**src/rtl/cldr_pkg.sv**
```systemverilog
// Shared types and constants of the clipped line and rectangle outline drawer.
package cldr_pkg;

  localparam int CMD_BITS       = 2;
  localparam int RECT_DIM_BITS  = 11;
  localparam int SCREEN_BITS    = 11;
  localparam int CFG_INDEX_BITS = 1;
  localparam int COLOR_BITS     = 16;

  typedef enum logic [CMD_BITS-1:0] {
    CMD_LINE = 2'd0,
    CMD_RECT = 2'd1,
    CMD_STEP = 2'd2
  } cmd_t;

  localparam logic [CFG_INDEX_BITS-1:0] REG_VIEW_WIDTH  = 1'd0;
  localparam logic [CFG_INDEX_BITS-1:0] REG_VIEW_HEIGHT = 1'd1;

  localparam logic [SCREEN_BITS-1:0] VIEW_WIDTH_RESET  = 11'd320;
  localparam logic [SCREEN_BITS-1:0] VIEW_HEIGHT_RESET = 11'd240;

endpackage

```
**src/rtl/cldr_if.sv**
```systemverilog
// Request channel interfaces: drawing commands in, pixels out.
interface cldr_cmd_if #(
  parameter int COORD_BITS = 12
);
  logic                                   valid;
  logic                                   ready;
  logic [cldr_pkg::CMD_BITS-1:0]          command;
  logic signed [COORD_BITS-1:0]           x_start;
  logic signed [COORD_BITS-1:0]           y_start;
  logic signed [COORD_BITS-1:0]           x_end;
  logic signed [COORD_BITS-1:0]           y_end;
  logic [cldr_pkg::RECT_DIM_BITS-1:0]     rect_width;
  logic [cldr_pkg::RECT_DIM_BITS-1:0]     rect_height;
  logic [cldr_pkg::COLOR_BITS-1:0]        color;

  modport source (
    output valid, command, x_start, y_start, x_end, y_end, rect_width, rect_height, color,
    input  ready
  );
  modport sink (
    input  valid, command, x_start, y_start, x_end, y_end, rect_width, rect_height, color,
    output ready
  );
endinterface

interface cldr_pixel_if #(
  parameter int COORD_BITS      = 12,
  parameter int SCREEN_DIM_BITS = 10
);
  logic                              valid;
  logic                              ready;
  logic signed [COORD_BITS:0]        pixel_x;
  logic signed [COORD_BITS:0]        pixel_y;
  logic [2*SCREEN_DIM_BITS-1:0]      pixel_address;
  logic                              visible;
  logic [cldr_pkg::COLOR_BITS-1:0]   pixel_color;
  logic                              last_pixel;

  modport source (
    output valid, pixel_x, pixel_y, pixel_address, visible, pixel_color, last_pixel,
    input  ready
  );
  modport sink (
    input  valid, pixel_x, pixel_y, pixel_address, visible, pixel_color, last_pixel,
    output ready
  );
endinterface

```
**src/rtl/clipped_line_rect_outline_drawer.sv**
```systemverilog
// Top level of the line and rectangle outline pixel generator.
//
//   channel  dir  handshake        carries
//   cmd      in   valid / ready    command, endpoints, rectangle size, colour
//   pix      out  valid / ready    pixel position, address, visible, colour, last
//   cfg      in   cfg_write        screen width and height
//
// The walker state advances on the edge that accepts a step request, and the pixel
// lands in the output register on that same edge.
// The path is set by the row-times-width multiply and the Bresenham error update.
// Reset is synchronous; the drawer comes up idle with a 320 by 240 screen.
// cmd.ready is low only while a pixel sits in the output register and pix.ready
// is low, so a stalled sink holds one pixel and the next request waits.
module clipped_line_rect_outline_drawer #(
  parameter int COORD_BITS      = 12,
  parameter int SCREEN_DIM_BITS = 10
) (
  input  logic                                  clk,
  input  logic                                  rst,
  input  logic                                  cfg_write,
  input  logic [cldr_pkg::CFG_INDEX_BITS-1:0]   cfg_index,
  input  logic [cldr_pkg::SCREEN_BITS-1:0]      cfg_data,
  cldr_cmd_if.sink                              cmd,
  cldr_pixel_if.source                          pix
);
  import cldr_pkg::*;

  // Rectangle corners reach origin plus width, so keep headroom for that.
  localparam int CW  = (COORD_BITS >= RECT_DIM_BITS + 1) ? COORD_BITS + 1 : RECT_DIM_BITS + 2;
  localparam int EW  = CW + 2;
  localparam int EW1 = EW + 1;
  localparam int PW  = COORD_BITS + 1;
  localparam int AW  = 2 * SCREEN_DIM_BITS;

  logic [SCREEN_BITS-1:0] view_width;
  logic [SCREEN_BITS-1:0] view_height;

  logic                 active, active_next;
  logic                 is_rectangle, is_rectangle_next;
  logic [1:0]           segment_index, segment_index_next;
  logic signed [CW-1:0] cur_x, cur_x_next, cur_y, cur_y_next;
  logic signed [CW-1:0] target_x, target_x_next, target_y, target_y_next;
  logic [CW-1:0]        delta_x, delta_x_next, delta_y, delta_y_next;
  logic                 step_x_neg, step_x_neg_next, step_y_neg, step_y_neg_next;
  logic signed [EW-1:0] error_term, error_term_next;
  logic [COLOR_BITS-1:0] draw_color, draw_color_next;
  logic signed [CW-1:0] corner_l, corner_t, corner_r, corner_b;
  logic signed [CW-1:0] corner_l_next, corner_t_next, corner_r_next, corner_b_next;

  logic                 out_valid, out_valid_next;
  logic signed [PW-1:0] out_x, out_y;
  logic [AW-1:0]        out_address;
  logic                 out_visible, out_last, emit_last;
  logic [COLOR_BITS-1:0] out_color;

  logic accept, emit;
  cmd_t command;

  // Endpoint selection for the line that is loaded this cycle.
  logic signed [CW-1:0] in_xs, in_ys, in_xe, in_ye, in_w, in_h;
  logic signed [CW-1:0] sel_l, sel_t, sel_r, sel_b;
  logic [1:0]           sel_seg;
  logic signed [CW-1:0] ld_x1, ld_y1, ld_x2, ld_y2;
  logic [CW-1:0]        ld_dx, ld_dy;
  logic signed [EW-1:0] ld_err;

  // Per-pixel arithmetic on the current position.
  logic                 at_target, vis;
  logic [AW-1:0]        px_a, py_a, sw_a, addr;
  logic signed [EW:0]   e2, dx_e, dy_e;
  logic                 move_x, move_y;

  assign command   = cmd_t'(cmd.command);
  assign cmd.ready = !out_valid || pix.ready;
  assign accept    = cmd.valid && cmd.ready;

  assign in_xs = CW'(cmd.x_start);
  assign in_ys = CW'(cmd.y_start);
  assign in_xe = CW'(cmd.x_end);
  assign in_ye = CW'(cmd.y_end);
  assign in_w  = $signed(CW'(cmd.rect_width));
  assign in_h  = $signed(CW'(cmd.rect_height));

  always_comb begin
    if (command == CMD_RECT) begin
      sel_l   = in_xs;
      sel_t   = in_ys;
      sel_r   = in_xs + in_w - CW'(1);
      sel_b   = in_ys + in_h - CW'(1);
      sel_seg = 2'd0;
    end else begin
      sel_l   = corner_l;
      sel_t   = corner_t;
      sel_r   = corner_r;
      sel_b   = corner_b;
      sel_seg = segment_index + 2'd1;
    end
    case (sel_seg)
      2'd0: begin
        ld_x1 = sel_l; ld_y1 = sel_t; ld_x2 = sel_r; ld_y2 = sel_t;
      end
      2'd1: begin
        ld_x1 = sel_r; ld_y1 = sel_t; ld_x2 = sel_r; ld_y2 = sel_b;
      end
      2'd2: begin
        ld_x1 = sel_r; ld_y1 = sel_b; ld_x2 = sel_l; ld_y2 = sel_b;
      end
      default: begin
        ld_x1 = sel_l; ld_y1 = sel_b; ld_x2 = sel_l; ld_y2 = sel_t;
      end
    endcase
    if (command == CMD_LINE) begin
      ld_x1 = in_xs; ld_y1 = in_ys; ld_x2 = in_xe; ld_y2 = in_ye;
    end
    ld_dx  = (ld_x2 > ld_x1) ? $unsigned(ld_x2 - ld_x1) : $unsigned(ld_x1 - ld_x2);
    ld_dy  = (ld_y2 > ld_y1) ? $unsigned(ld_y2 - ld_y1) : $unsigned(ld_y1 - ld_y2);
    ld_err = $signed(EW'(ld_dx)) - $signed(EW'(ld_dy));
  end

  assign at_target = (cur_x == target_x) && (cur_y == target_y);
  assign vis = !cur_x[CW-1] && !cur_y[CW-1] &&
               ($unsigned(cur_x) < CW'(view_width)) &&
               ($unsigned(cur_y) < CW'(view_height));
  assign px_a = AW'($unsigned(cur_x));
  assign py_a = AW'($unsigned(cur_y));
  assign sw_a = AW'(view_width);
  assign addr = py_a * sw_a + px_a;

  assign e2     = {error_term, 1'b0};
  assign dx_e   = $signed(EW1'(delta_x));
  assign dy_e   = $signed(EW1'(delta_y));
  assign move_x = e2 > -dy_e;
  assign move_y = e2 < dx_e;

  always_comb begin
    active_next        = active;
    is_rectangle_next  = is_rectangle;
    segment_index_next = segment_index;
    cur_x_next         = cur_x;
    cur_y_next         = cur_y;
    target_x_next      = target_x;
    target_y_next      = target_y;
    delta_x_next       = delta_x;
    delta_y_next       = delta_y;
    step_x_neg_next    = step_x_neg;
    step_y_neg_next    = step_y_neg;
    error_term_next    = error_term;
    draw_color_next    = draw_color;
    corner_l_next      = corner_l;
    corner_t_next      = corner_t;
    corner_r_next      = corner_r;
    corner_b_next      = corner_b;
    emit               = 1'b0;
    emit_last          = 1'b0;
    if (accept) begin
      case (command)
        CMD_LINE, CMD_RECT: begin
          active_next        = 1'b1;
          is_rectangle_next  = (command == CMD_RECT);
          segment_index_next = 2'd0;
          draw_color_next    = cmd.color;
          corner_l_next      = sel_l;
          corner_t_next      = sel_t;
          corner_r_next      = sel_r;
          corner_b_next      = sel_b;
          cur_x_next         = ld_x1;
          cur_y_next         = ld_y1;
          target_x_next      = ld_x2;
          target_y_next      = ld_y2;
          delta_x_next       = ld_dx;
          delta_y_next       = ld_dy;
          step_x_neg_next    = !(ld_x1 < ld_x2);
          step_y_neg_next    = !(ld_y1 < ld_y2);
          error_term_next    = ld_err;
        end
        CMD_STEP: begin
          if (active) begin
            emit = 1'b1;
            if (at_target) begin
              if (is_rectangle && segment_index != 2'd3) begin
                segment_index_next = sel_seg;
                cur_x_next         = ld_x1;
                cur_y_next         = ld_y1;
                target_x_next      = ld_x2;
                target_y_next      = ld_y2;
                delta_x_next       = ld_dx;
                delta_y_next       = ld_dy;
                step_x_neg_next    = !(ld_x1 < ld_x2);
                step_y_neg_next    = !(ld_y1 < ld_y2);
                error_term_next    = ld_err;
              end else begin
                active_next = 1'b0;
                emit_last   = 1'b1;
              end
            end else begin
              error_term_next = error_term - (move_x ? $signed(EW'(delta_y)) : EW'(0))
                                           + (move_y ? $signed(EW'(delta_x)) : EW'(0));
              if (move_x) begin
                cur_x_next = step_x_neg ? cur_x - CW'(1) : cur_x + CW'(1);
              end
              if (move_y) begin
                cur_y_next = step_y_neg ? cur_y - CW'(1) : cur_y + CW'(1);
              end
            end
          end
        end
        default: begin
        end
      endcase
    end
    out_valid_next = emit || (out_valid && !pix.ready);
  end

  always_ff @(posedge clk) begin
    if (rst) begin
      view_width    <= VIEW_WIDTH_RESET;
      view_height   <= VIEW_HEIGHT_RESET;
      active        <= 1'b0;
      is_rectangle  <= 1'b0;
      segment_index <= 2'd0;
      out_valid     <= 1'b0;
    end else begin
      if (cfg_write && cfg_index == REG_VIEW_WIDTH) begin
        view_width <= cfg_data;
      end
      if (cfg_write && cfg_index == REG_VIEW_HEIGHT) begin
        view_height <= cfg_data;
      end
      active        <= active_next;
      is_rectangle  <= is_rectangle_next;
      segment_index <= segment_index_next;
      out_valid     <= out_valid_next;
    end
  end

  always_ff @(posedge clk) begin
    cur_x      <= cur_x_next;
    cur_y      <= cur_y_next;
    target_x   <= target_x_next;
    target_y   <= target_y_next;
    delta_x    <= delta_x_next;
    delta_y    <= delta_y_next;
    step_x_neg <= step_x_neg_next;
    step_y_neg <= step_y_neg_next;
    error_term <= error_term_next;
    draw_color <= draw_color_next;
    corner_l   <= corner_l_next;
    corner_t   <= corner_t_next;
    corner_r   <= corner_r_next;
    corner_b   <= corner_b_next;
    if (emit) begin
      out_x       <= PW'(cur_x);
      out_y       <= PW'(cur_y);
      out_address <= vis ? addr : AW'(0);
      out_visible <= vis;
      out_color   <= draw_color;
      out_last    <= emit_last;
    end
  end

  assign pix.valid         = out_valid;
  assign pix.pixel_x       = out_x;
  assign pix.pixel_y       = out_y;
  assign pix.pixel_address = out_address;
  assign pix.visible       = out_visible;
  assign pix.pixel_color   = out_color;
  assign pix.last_pixel    = out_last;

`ifndef SYNTHESIS
  // A step request while drawing always leaves a pixel in the output register.
  assert property (@(posedge clk) disable iff (rst)
    accept && command == CMD_STEP && active |=> out_valid)
    else $error("step request while drawing gave no pixel");

  // A start request always leaves the drawer busy.
  assert property (@(posedge clk) disable iff (rst)
    accept && (command == CMD_LINE || command == CMD_RECT) |=> active)
    else $error("start request did not begin drawing");

  // Only a rectangle ever moves past its first segment.
  assert property (@(posedge clk) disable iff (rst)
    segment_index != 2'd0 |-> is_rectangle)
    else $error("segment advanced on a plain line");

  // Finishing the primitive marks the pixel as last and idles the walker.
  assert property (@(posedge clk) disable iff (rst)
    emit && emit_last |=> !active && out_last)
    else $error("final pixel not marked or drawer still busy");

  // A clipped pixel never carries an address.
  assert property (@(posedge clk) disable iff (rst)
    out_valid && !out_visible |-> out_address == AW'(0))
    else $error("clipped pixel with non-zero address");
`endif

endmodule

```
**src/flat_wrapper.sv**
```systemverilog
// flat-port wrapper written by rule: the top's interface ports become plain ports
module clipped_line_rect_outline_drawer_flat import cldr_pkg::*;
#(
  parameter int COORD_BITS      = 12,
  parameter int SCREEN_DIM_BITS = 10
)
  (clk, rst, cfg_write, cfg_index, cfg_data, cmd_valid, cmd_command, cmd_x_start, cmd_y_start, cmd_x_end, cmd_y_end, cmd_rect_width, cmd_rect_height, cmd_color, cmd_ready, pix_valid, pix_pixel_x, pix_pixel_y, pix_pixel_address, pix_visible, pix_pixel_color, pix_last_pixel, pix_ready);
  cldr_cmd_if #(.COORD_BITS(COORD_BITS)) cmd_i ();
  cldr_pixel_if #(.COORD_BITS(COORD_BITS), .SCREEN_DIM_BITS(SCREEN_DIM_BITS)) pix_i ();
  input  logic clk;
  input  logic rst;
  input  logic cfg_write;
  input  logic [cldr_pkg::CFG_INDEX_BITS-1:0] cfg_index;
  input  logic [cldr_pkg::SCREEN_BITS-1:0] cfg_data;
  input wire logic [$bits(cmd_i.valid)-1:0] cmd_valid;
  input wire logic [$bits(cmd_i.command)-1:0] cmd_command;
  input wire logic [$bits(cmd_i.x_start)-1:0] cmd_x_start;
  input wire logic [$bits(cmd_i.y_start)-1:0] cmd_y_start;
  input wire logic [$bits(cmd_i.x_end)-1:0] cmd_x_end;
  input wire logic [$bits(cmd_i.y_end)-1:0] cmd_y_end;
  input wire logic [$bits(cmd_i.rect_width)-1:0] cmd_rect_width;
  input wire logic [$bits(cmd_i.rect_height)-1:0] cmd_rect_height;
  input wire logic [$bits(cmd_i.color)-1:0] cmd_color;
  output wire logic [$bits(cmd_i.ready)-1:0] cmd_ready;
  output wire logic [$bits(pix_i.valid)-1:0] pix_valid;
  output wire logic [$bits(pix_i.pixel_x)-1:0] pix_pixel_x;
  output wire logic [$bits(pix_i.pixel_y)-1:0] pix_pixel_y;
  output wire logic [$bits(pix_i.pixel_address)-1:0] pix_pixel_address;
  output wire logic [$bits(pix_i.visible)-1:0] pix_visible;
  output wire logic [$bits(pix_i.pixel_color)-1:0] pix_pixel_color;
  output wire logic [$bits(pix_i.last_pixel)-1:0] pix_last_pixel;
  input wire logic [$bits(pix_i.ready)-1:0] pix_ready;
  assign cmd_i.valid = cmd_valid;
  assign cmd_i.command = cmd_command;
  assign cmd_i.x_start = cmd_x_start;
  assign cmd_i.y_start = cmd_y_start;
  assign cmd_i.x_end = cmd_x_end;
  assign cmd_i.y_end = cmd_y_end;
  assign cmd_i.rect_width = cmd_rect_width;
  assign cmd_i.rect_height = cmd_rect_height;
  assign cmd_i.color = cmd_color;
  assign cmd_ready = cmd_i.ready;
  assign pix_valid = pix_i.valid;
  assign pix_pixel_x = pix_i.pixel_x;
  assign pix_pixel_y = pix_i.pixel_y;
  assign pix_pixel_address = pix_i.pixel_address;
  assign pix_visible = pix_i.visible;
  assign pix_pixel_color = pix_i.pixel_color;
  assign pix_last_pixel = pix_i.last_pixel;
  assign pix_i.ready = pix_ready;
  clipped_line_rect_outline_drawer #(.COORD_BITS(COORD_BITS), .SCREEN_DIM_BITS(SCREEN_DIM_BITS)) u_core (.clk(clk), .rst(rst), .cfg_write(cfg_write), .cfg_index(cfg_index), .cfg_data(cfg_data), .cmd(cmd_i), .pix(pix_i));
endmodule
```
**config.mk**
```make
export PLATFORM = sky130hd
export DESIGN_NAME = clipped_line_rect_outline_drawer_flat
export DESIGN_NICKNAME = d
export VERILOG_FILES = /design/src/rtl/cldr_pkg.sv /design/src/rtl/cldr_if.sv /design/src/rtl/clipped_line_rect_outline_drawer.sv /design/src/flat_wrapper.sv
export SDC_FILE = /design/constraint.sdc
export NUM_CORES = 1
export LEC_CHECK = 0
export BUFFER_PORTS_ARGS = -buffer_cell sky130_fd_sc_hd__buf_2
export CAP_MARGIN = 20
export CORE_MARGIN = 5
export CORE_UTILIZATION = 63
export DETAILED_ROUTE_END_ITERATION = 16
export PLACE_DENSITY = 0.9
export SYNTH_ARGS = -nofsm -noshare
export SYNTH_HDL_FRONTEND = slang
export SYNTH_SLANG_ARGS = --single-unit
```
**constraint.sdc**
```tcl
create_clock -name clk -period 9.3 [get_ports clk]
set_input_delay 0.465 -clock clk [delete_from_list [all_inputs] [get_ports clk]]
set_output_delay 0.465 -clock clk [all_outputs]
set_load 0.02 [all_outputs]
```
### Yosys cells after proc, flatten, opt, wreduce, memory -nomap -nowiden

Index checks and enable logic that the tools add are counted.

| storage, ports and cells | value |
|---|---|
| flip-flop bits (word level) | 254 |
| input bits | 105 |
| output and inout bits | 66 |
| logic and storage cells | 166 |

| operators by class | value |
|---|---|
| add/sub/neg operators | 18 |
| multipliers | 1 |
| magnitude comparators | 8 |
| eq/ne operators | 13 |
| mux-type cells | 69 |
| bitwise operators | 1 |
| reduce and logical (&&, ||, !) cells | 30 |

Operators with widths:

| kind | number |
|---|---|
| two-way mux 13 bit | 38 |
| case mux 13 bit (2 select lines) | 6 |
| subtractor 13 bit | 4 |
| subtractor 13 x 2 -> 13 bit (second input constant) | 4 |
| two-way mux 15 bit | 3 |
| case mux 15 bit (2 select lines) | 1 |
| adder 12 x 12 -> 13 bit | 2 |
| adder 13 x 2 -> 13 bit (second input constant) | 2 |
| equality test 13 bit | 2 |
| greater-than comparator 13 bit | 2 |
| less-than comparator 13 x 11 -> 1 bit | 2 |
| less-than comparator 13 bit | 2 |
| adder 20 x 13 -> 20 bit | 1 |
| multiplier 13 x 11 -> 20 bit | 1 |
| greater-than comparator 16 bit | 1 |
| less-than comparator 16 x 14 -> 1 bit | 1 |
| negator 13 -> 16 bit | 1 |
| adder 15 bit | 1 |
| AND reduction 5 bit | 3 |
| subtractor 15 bit | 1 |
| subtractor 13 x 13 -> 14 bit | 1 |
| two-way mux 1 bit | 13 |
| logical AND 1 bit | 9 |
| two-way mux 2 bit | 4 |
| other kinds (17) | 35 |

### Depth between registers and ports, before layout

| logic depth | value |
|---|---|
| depth after elaboration | 13 |
| gate-level depth with buffers | 40 |
| depth with buffers taken out | 38 |

### Least setup slack after synthesis

OpenSTA, ideal clock, no wires.

| timing path | value |
|---|---|
| kind | input to register |
| start | in cmd_command[0] |
| end | reg u_core.error_term[12] (data pin) |
| library setup time | 0.271 ns |
| arrival | 7.585 ns |
| required time | 9.029 ns |
| path slack | 1.444 ns |
| stages on the path | 38 |
| path buffers | 9 |
| cell sequence | buf_2 nor2b_1 buf_4 buf_1 clkbuf_1 or2_2 ha_1 clkbuf_1 clkbuf_1 clkbuf_1 nand2_1 o211ai_1 o21a_1 inv_1 ha_1 buf_6 o21ai_0 a21oi_1 [... 2 more ...] a211oi_1 o22ai_1 a211oi_1 a2111oi_4 buf_12 mux2_2 fa_1 a21o_1 a21oi_1 o21ai_0 a21oi_1 o21bai_1 a21oi_1 o21ai_0 o41ai_1 xnor2_1 nand2_1 o21ai_0 |

| between the ends | value |
|---|---|
| cells in the longest elaborated chain, start to end | 13 |
| elaborated cells on any way between the ends | 35 |
| those cells by class | add/sub (5); order compare (2); eq/ne (4); mux (19); reduce/logical (5) |

Ends and longest elaborated chain:

| what | line | text |
|---|---|---|
| start: declaration | flat_wrapper.sv:16 | `input wire logic [$bits(cmd_i.command)-1:0] cmd_command;` |
| equality test 2 x 1 -> 1 bit | clipped_line_rect_outline_drawer.sv:85 | `if (command == CMD_RECT) begin` |
| two-way mux 2 bit | clipped_line_rect_outline_drawer.sv:85 |  |
| equality test 2 x 1 -> 1 bit or equality test 2 bit (tied branches) | clipped_line_rect_outline_drawer.sv:98 | `case (sel_seg)` |
| OR reduction 2 bit (no line) | n/a |  |
| two-way mux 13 bit | clipped_line_rect_outline_drawer.sv:98 |  |
| two-way mux 13 bit * | clipped_line_rect_outline_drawer.sv:112 | `if (command == CMD_LINE) begin` |
| via u_core.ld_y2[3] | clipped_line_rect_outline_drawer.sv:63 | `logic signed [CW-1:0] ld_x1, ld_y1, ld_x2, ld_y2;` |
| subtractor 13 bit or greater-than comparator 13 bit (tied branches) | clipped_line_rect_outline_drawer.sv:116 | `ld_dy = (ld_y2 > ld_y1) ? $unsigned(ld_y2 - ld_y1) : $unsigned(ld_y1 - ld_y2);` |
| two-way mux 13 bit * | clipped_line_rect_outline_drawer.sv:116 |  |
| subtractor 13 x 13 -> 14 bit * | clipped_line_rect_outline_drawer.sv:117 | `ld_err = $signed(EW'(ld_dx)) - $signed(EW'(ld_dy));` |
| two-way mux 15 bit | clipped_line_rect_outline_drawer.sv:180 | `if (is_rectangle && segment_index != 2'd3) begin` |
| two-way mux 15 bit | clipped_line_rect_outline_drawer.sv:179 | `if (at_target) begin` |
| two-way mux 15 bit | clipped_line_rect_outline_drawer.sv:177 | `if (active) begin` |
| case mux 15 bit (2 select lines) * | clipped_line_rect_outline_drawer.sv:156 | `case (command)` |
| end signal: assignment | clipped_line_rect_outline_drawer.sv:245 | `error_term <= error_term_next;` |
| end: declaration | clipped_line_rect_outline_drawer.sv:45 | `logic signed [EW-1:0] error_term, error_term_next;` |

Mark *: on every way through the listed nets, which the timed path passes. The rest lies on a longest branch. The select of a mux whose other input is x is not followed.
A chain may end at the register's enable or synchronous reset.

### Worst setup path in the final report

| timing path | value |
|---|---|
| start | in cmd_x_start[2] |
| end | reg u_core.error_term[14] (data pin) |

| between the ends | value |
|---|---|
| cells in the longest elaborated chain, start to end | 12 |
| elaborated cells on any way between the ends | 17 |
| those cells by class | add/sub (5); order compare (1); mux (11) |

Ends and longest elaborated chain:

| what | line | text |
|---|---|---|
| start: declaration | flat_wrapper.sv:17 | `input wire logic [$bits(cmd_i.x_start)-1:0] cmd_x_start;` |
| adder 12 x 12 -> 13 bit | clipped_line_rect_outline_drawer.sv:88 | `sel_r = in_xs + in_w - CW'(1);` |
| subtractor 13 x 2 -> 13 bit | clipped_line_rect_outline_drawer.sv:88 |  |
| two-way mux 13 bit | clipped_line_rect_outline_drawer.sv:85 |  |
| two-way mux 13 bit | clipped_line_rect_outline_drawer.sv:98 |  |
| two-way mux 13 bit | clipped_line_rect_outline_drawer.sv:112 |  |
| greater-than comparator 13 bit * | clipped_line_rect_outline_drawer.sv:115 | `ld_dx = (ld_x2 > ld_x1) ? $unsigned(ld_x2 - ld_x1) : $unsigned(ld_x1 - ld_x2);` |
| two-way mux 13 bit * | clipped_line_rect_outline_drawer.sv:115 |  |
| via u_core.ld_dx[1] | clipped_line_rect_outline_drawer.sv:64 | `logic [CW-1:0] ld_dx, ld_dy;` |
| subtractor 13 x 13 -> 14 bit * | clipped_line_rect_outline_drawer.sv:117 |  |
| two-way mux 15 bit | clipped_line_rect_outline_drawer.sv:180 |  |
| two-way mux 15 bit | clipped_line_rect_outline_drawer.sv:179 |  |
| two-way mux 15 bit | clipped_line_rect_outline_drawer.sv:177 |  |
| case mux 15 bit (2 select lines) * | clipped_line_rect_outline_drawer.sv:156 |  |

Marked as above.

==> flow_metrics.py <==
metrics = {
    "finish": {
        "layout-drive-gt1-share": 0.110,
        "multi_input_area_mm2": 0.0136,
        "regArea_mm2": 0.00736,
        "fin_area_mm2": 0.0252,
        "num-nets-final": 3088,
        "syn2layout_area_growth_pct": 9.53,
        "fill_cells": 2605,
    },
    "routing": {
        "ant_nets": 0,
        "vias": 18542,
        "first_pass_iters": 5,
        "viasPerCell": 5.97,
        "drc": 0,
        "wl_um": 60700,
        "drt-wirelength-per-cell_um": 19.5,
        "drtIter0Drc": 1763,
    },
    "synthesis": {
        "synth_area_leaders": "edfxtp_1, ha_1, fa_1",
        "synth_cells": 2485,
        "ys_seq_elements": 254,
        "synth_top_area_cell": "edfxtp_1",
        "synth_cell_types": 76,
        "syn-cell-area_mm2": 0.0230,
        "avgSynthCellArea_um2": 9.26,
        "synthesis.nets": 2958,
        "synth-edff-count": 227,
        "synth_top_area_share": 0.296,
        "async_flop_share": 0,
        "ys.flop_type": "edfxtp_1",
        "synth_warnings": 0,
        "ys_seq_area_frac": 0.320,
    },
    "critical_path": {
        "start_kind": "input pin",
        "cp.buffers_inverters": 5,
        "end_kind": "register",
        "critPathTopFamily": "compound AO/OA/AOI/OAI gates",
        "crit_fanout": 11,
        "slowest_delay_ns": 0.57,
        "cp.arrival_ns": 8.41,
        "critPathKind": "in2reg",
        "critPathSlowestCell": "a221o_1",
        "cp.required_ns": 9.60,
    },
    "timing": {
        "layout_worst_path_cycle_share": 0.872,
        "final_max_slew_viol_count": 0,
        "hold_viol": 0,
        "finClkSkew_ns": 0.0128,
        "maxSlewHeadroom": 0.279,
        "finalSetupViolations": 0,
        "setup_tns_ns": 0,
        "fmax_ghz": 0.123,
        "finalWorstSetupSlack_ns": 1.19,
        "grt_setup_unrepaired": "false",
        "tightest_slew_ns": 1.08,
        "finalCriticalPeriod_ns": 8.11,
    },
    "clock_tree": {
        "cts_tree": "done",
        "post_cts_buffers": 0,
        "cts.sinks": 254,
        "h-tree-depth": 1,
        "cts_buffer_depth": 3,
        "worstSkewPairLatency_ns": 0.56,
        "clkTransAtPathRegs_ns": 0.06,
        "holdBufCountCts": 0,
        "numCtsBuffers": 28,
        "cts_resized": 0,
        "cts_root_buffer": "clkbuf_16",
    },
    "floorplan": {
        "io-pin-count": 171,
        "rows": 70,
        "die_w_um": 201,
        "dieArea_mm2": 0.0404,
        "start_util": 0.633,
        "die_h_um": 201,
        "core_area_mm2": 0.0363,
    },
    "worst_hold_path": {
        "worstHoldPathType": "in2reg",
    },
    "outcome": {
        "outcome": "finished, final reports clean",
    },
    "placement": {
        "place_ws_ns": 0.839,
        "dp_hpwl_um": 46400,
        "port_buffers": 170,
        "place_congestion": 0.964,
        "dpl-instance-area_mm2": 0.0242,
    },
    "pwr": {
        "total_power_w": 0.00698,
        "cellLeakagePower_nw": 11.6,
        "ir_drop_v": 0.000242,
        "power_density_mw_per_mm2": 277,
    },
    "global_route": {
        "grt_max_degree": 65,
        "first_global_vias": 18828,
        "grt_remaining_overflow": 0,
        "grt_use_total": 0.293,
        "grt_pass1_wl_um": 97200,
        "antenna_found_initial": 2,
    },
    "job": {
        "drv_cap": 0,
    },
}
[worst paths after layout]
check	from	to	slack (ns)	depth (start not counted)
setup / recovery	cmd_x_start[2]	u_core.error_term[14]	1.19	35
setup reg to reg	u_core.segment_index[0]	u_core.error_term[14]	1.51	30
hold reg to reg	u_core.draw_color[7]	u_core.pix.pixel_color[7]	0.42	0
hold / removal	cmd_color[3]	u_core.draw_color[3]	0.09	1
[per-layer routing]
metal  vias to the layer above  GRT usage  share of wire
met1                      8721      0.383           0.39
met5                         -          0              0
met2                      1140      0.490           0.47
met3                       188     0.0525           0.10
li1                       8493          -              -
met4                         0      0.112          0.040
[cell usage in the layout (no fill, tap or decap), types with 18 or more instances in the layout]
cell       count
buf_2        170
xnor2_1       83
ha_1         240
fa_1         128
nor2b_1       25
nor2_1       148
clkbuf_16     30
a21oi_1      151
nand2_1      227
dfxtp_1       27
nor3_1        27
nand3_1       30
and2_1       110
nand2b_1      23
mux2i_1       46
or3_1         18
inv_1        441
a21o_1        52
edfxtp_1     227
xor2_1        56
o21ai_0      114
[logic make-up (layout without fill, tap and decap cells)]
kind of cell | Yosys count | after routing | synth area share
mux | 75 | 75 | 0.0367
compound gates | 443 | 443 | 0.120
fa+ha+maj | 369 | 369 | 0.242
other cells | 0 | 2 | 0
xor+xnor | 139 | 139 | 0.0529
flops | 254 | 254 | 0.320
buf+inv | 532 | 683 | 0.0882
simple gates | 673 | 673 | 0.140
[cell usage after synthesis (8+ instances only)]
master and n:
inv_1 443, ha_1 240, edfxtp_1 227, nand2_1 227, nor2_1 152, a21oi_1 151, fa_1 128, o21ai_0 114
and2_1 110, xnor2_1 83, clkbuf_1 71, xor2_1 56, a21o_1 52, mux2i_1 46, nand3_1 30, dfxtp_1 27
nor3_1 27, nor2b_1 26, nand2b_1 23, or3_1 18, mux2_2 17, a211oi_1 13, a21boi_0 13, o211ai_1 13
and3_1 12, nor4_1 10, or2_2 10, a31oi_1 9, buf_1 9, nand4_1 9, o21a_1 9, mux2i_2 8
o21bai_1 8
[power by group]
part           leakage, nW  internal (W)  switching, W  total [W]
registers             2.29       0.00147      0.000155    0.00162
clock network        0.460      0.000691      0.000465    0.00116
logic                 8.88       0.00177       0.00244    0.00420
[per-stage QoR]
stage                util  cells  hold slack, ns
floorplan               -   2485           0.400
global placement    0.667   3053           0.401
detailed placement  0.667   3053           0.405
CTS                 0.693   3104          0.0721
global route        0.693   3106          0.0768
finish              0.693   3106          0.0860
[cell type report]
type                       count  share of cell area
multi-input combinational   1699               0.542
sequential                   254               0.292
inverter                     445              0.0663
timing repair buffer         187              0.0388
clock buffer                  38              0.0322
tap                          468              0.0232
clock inverter                13             0.00571
antenna                        2            0.000199
[registers in the layout, indices dropped and copies added, names as in the netlist, 2 cells and up]
name and count:
u_core.pix.pixel_address 20, u_core.draw_color 16, u_core.pix.pixel_color 16, u_core.error_term 15, u_core.corner_b 13, u_core.corner_l 13, u_core.corner_r 13, u_core.corner_t 13
u_core.cur_x 13, u_core.cur_y 13, u_core.delta_x 13, u_core.delta_y 13, u_core.pix.pixel_x 13, u_core.pix.pixel_y 13, u_core.target_x 13, u_core.target_y 13
u_core.view_height 11, u_core.view_width 11, u_core.segment_index 2
[worst register-to-register path, delay by kind of cell, from the launching register on]
kind | cells | cell delay (ns)
compound gates | 16 | 3.73
simple gates | 8 | 1.59
fa+ha+maj | 4 | 1.32
mux | 1 | 0.46
flops | 1 | 0.34
buf+inv | 1 | 0.10
Power figures use the tool's default switching activity.
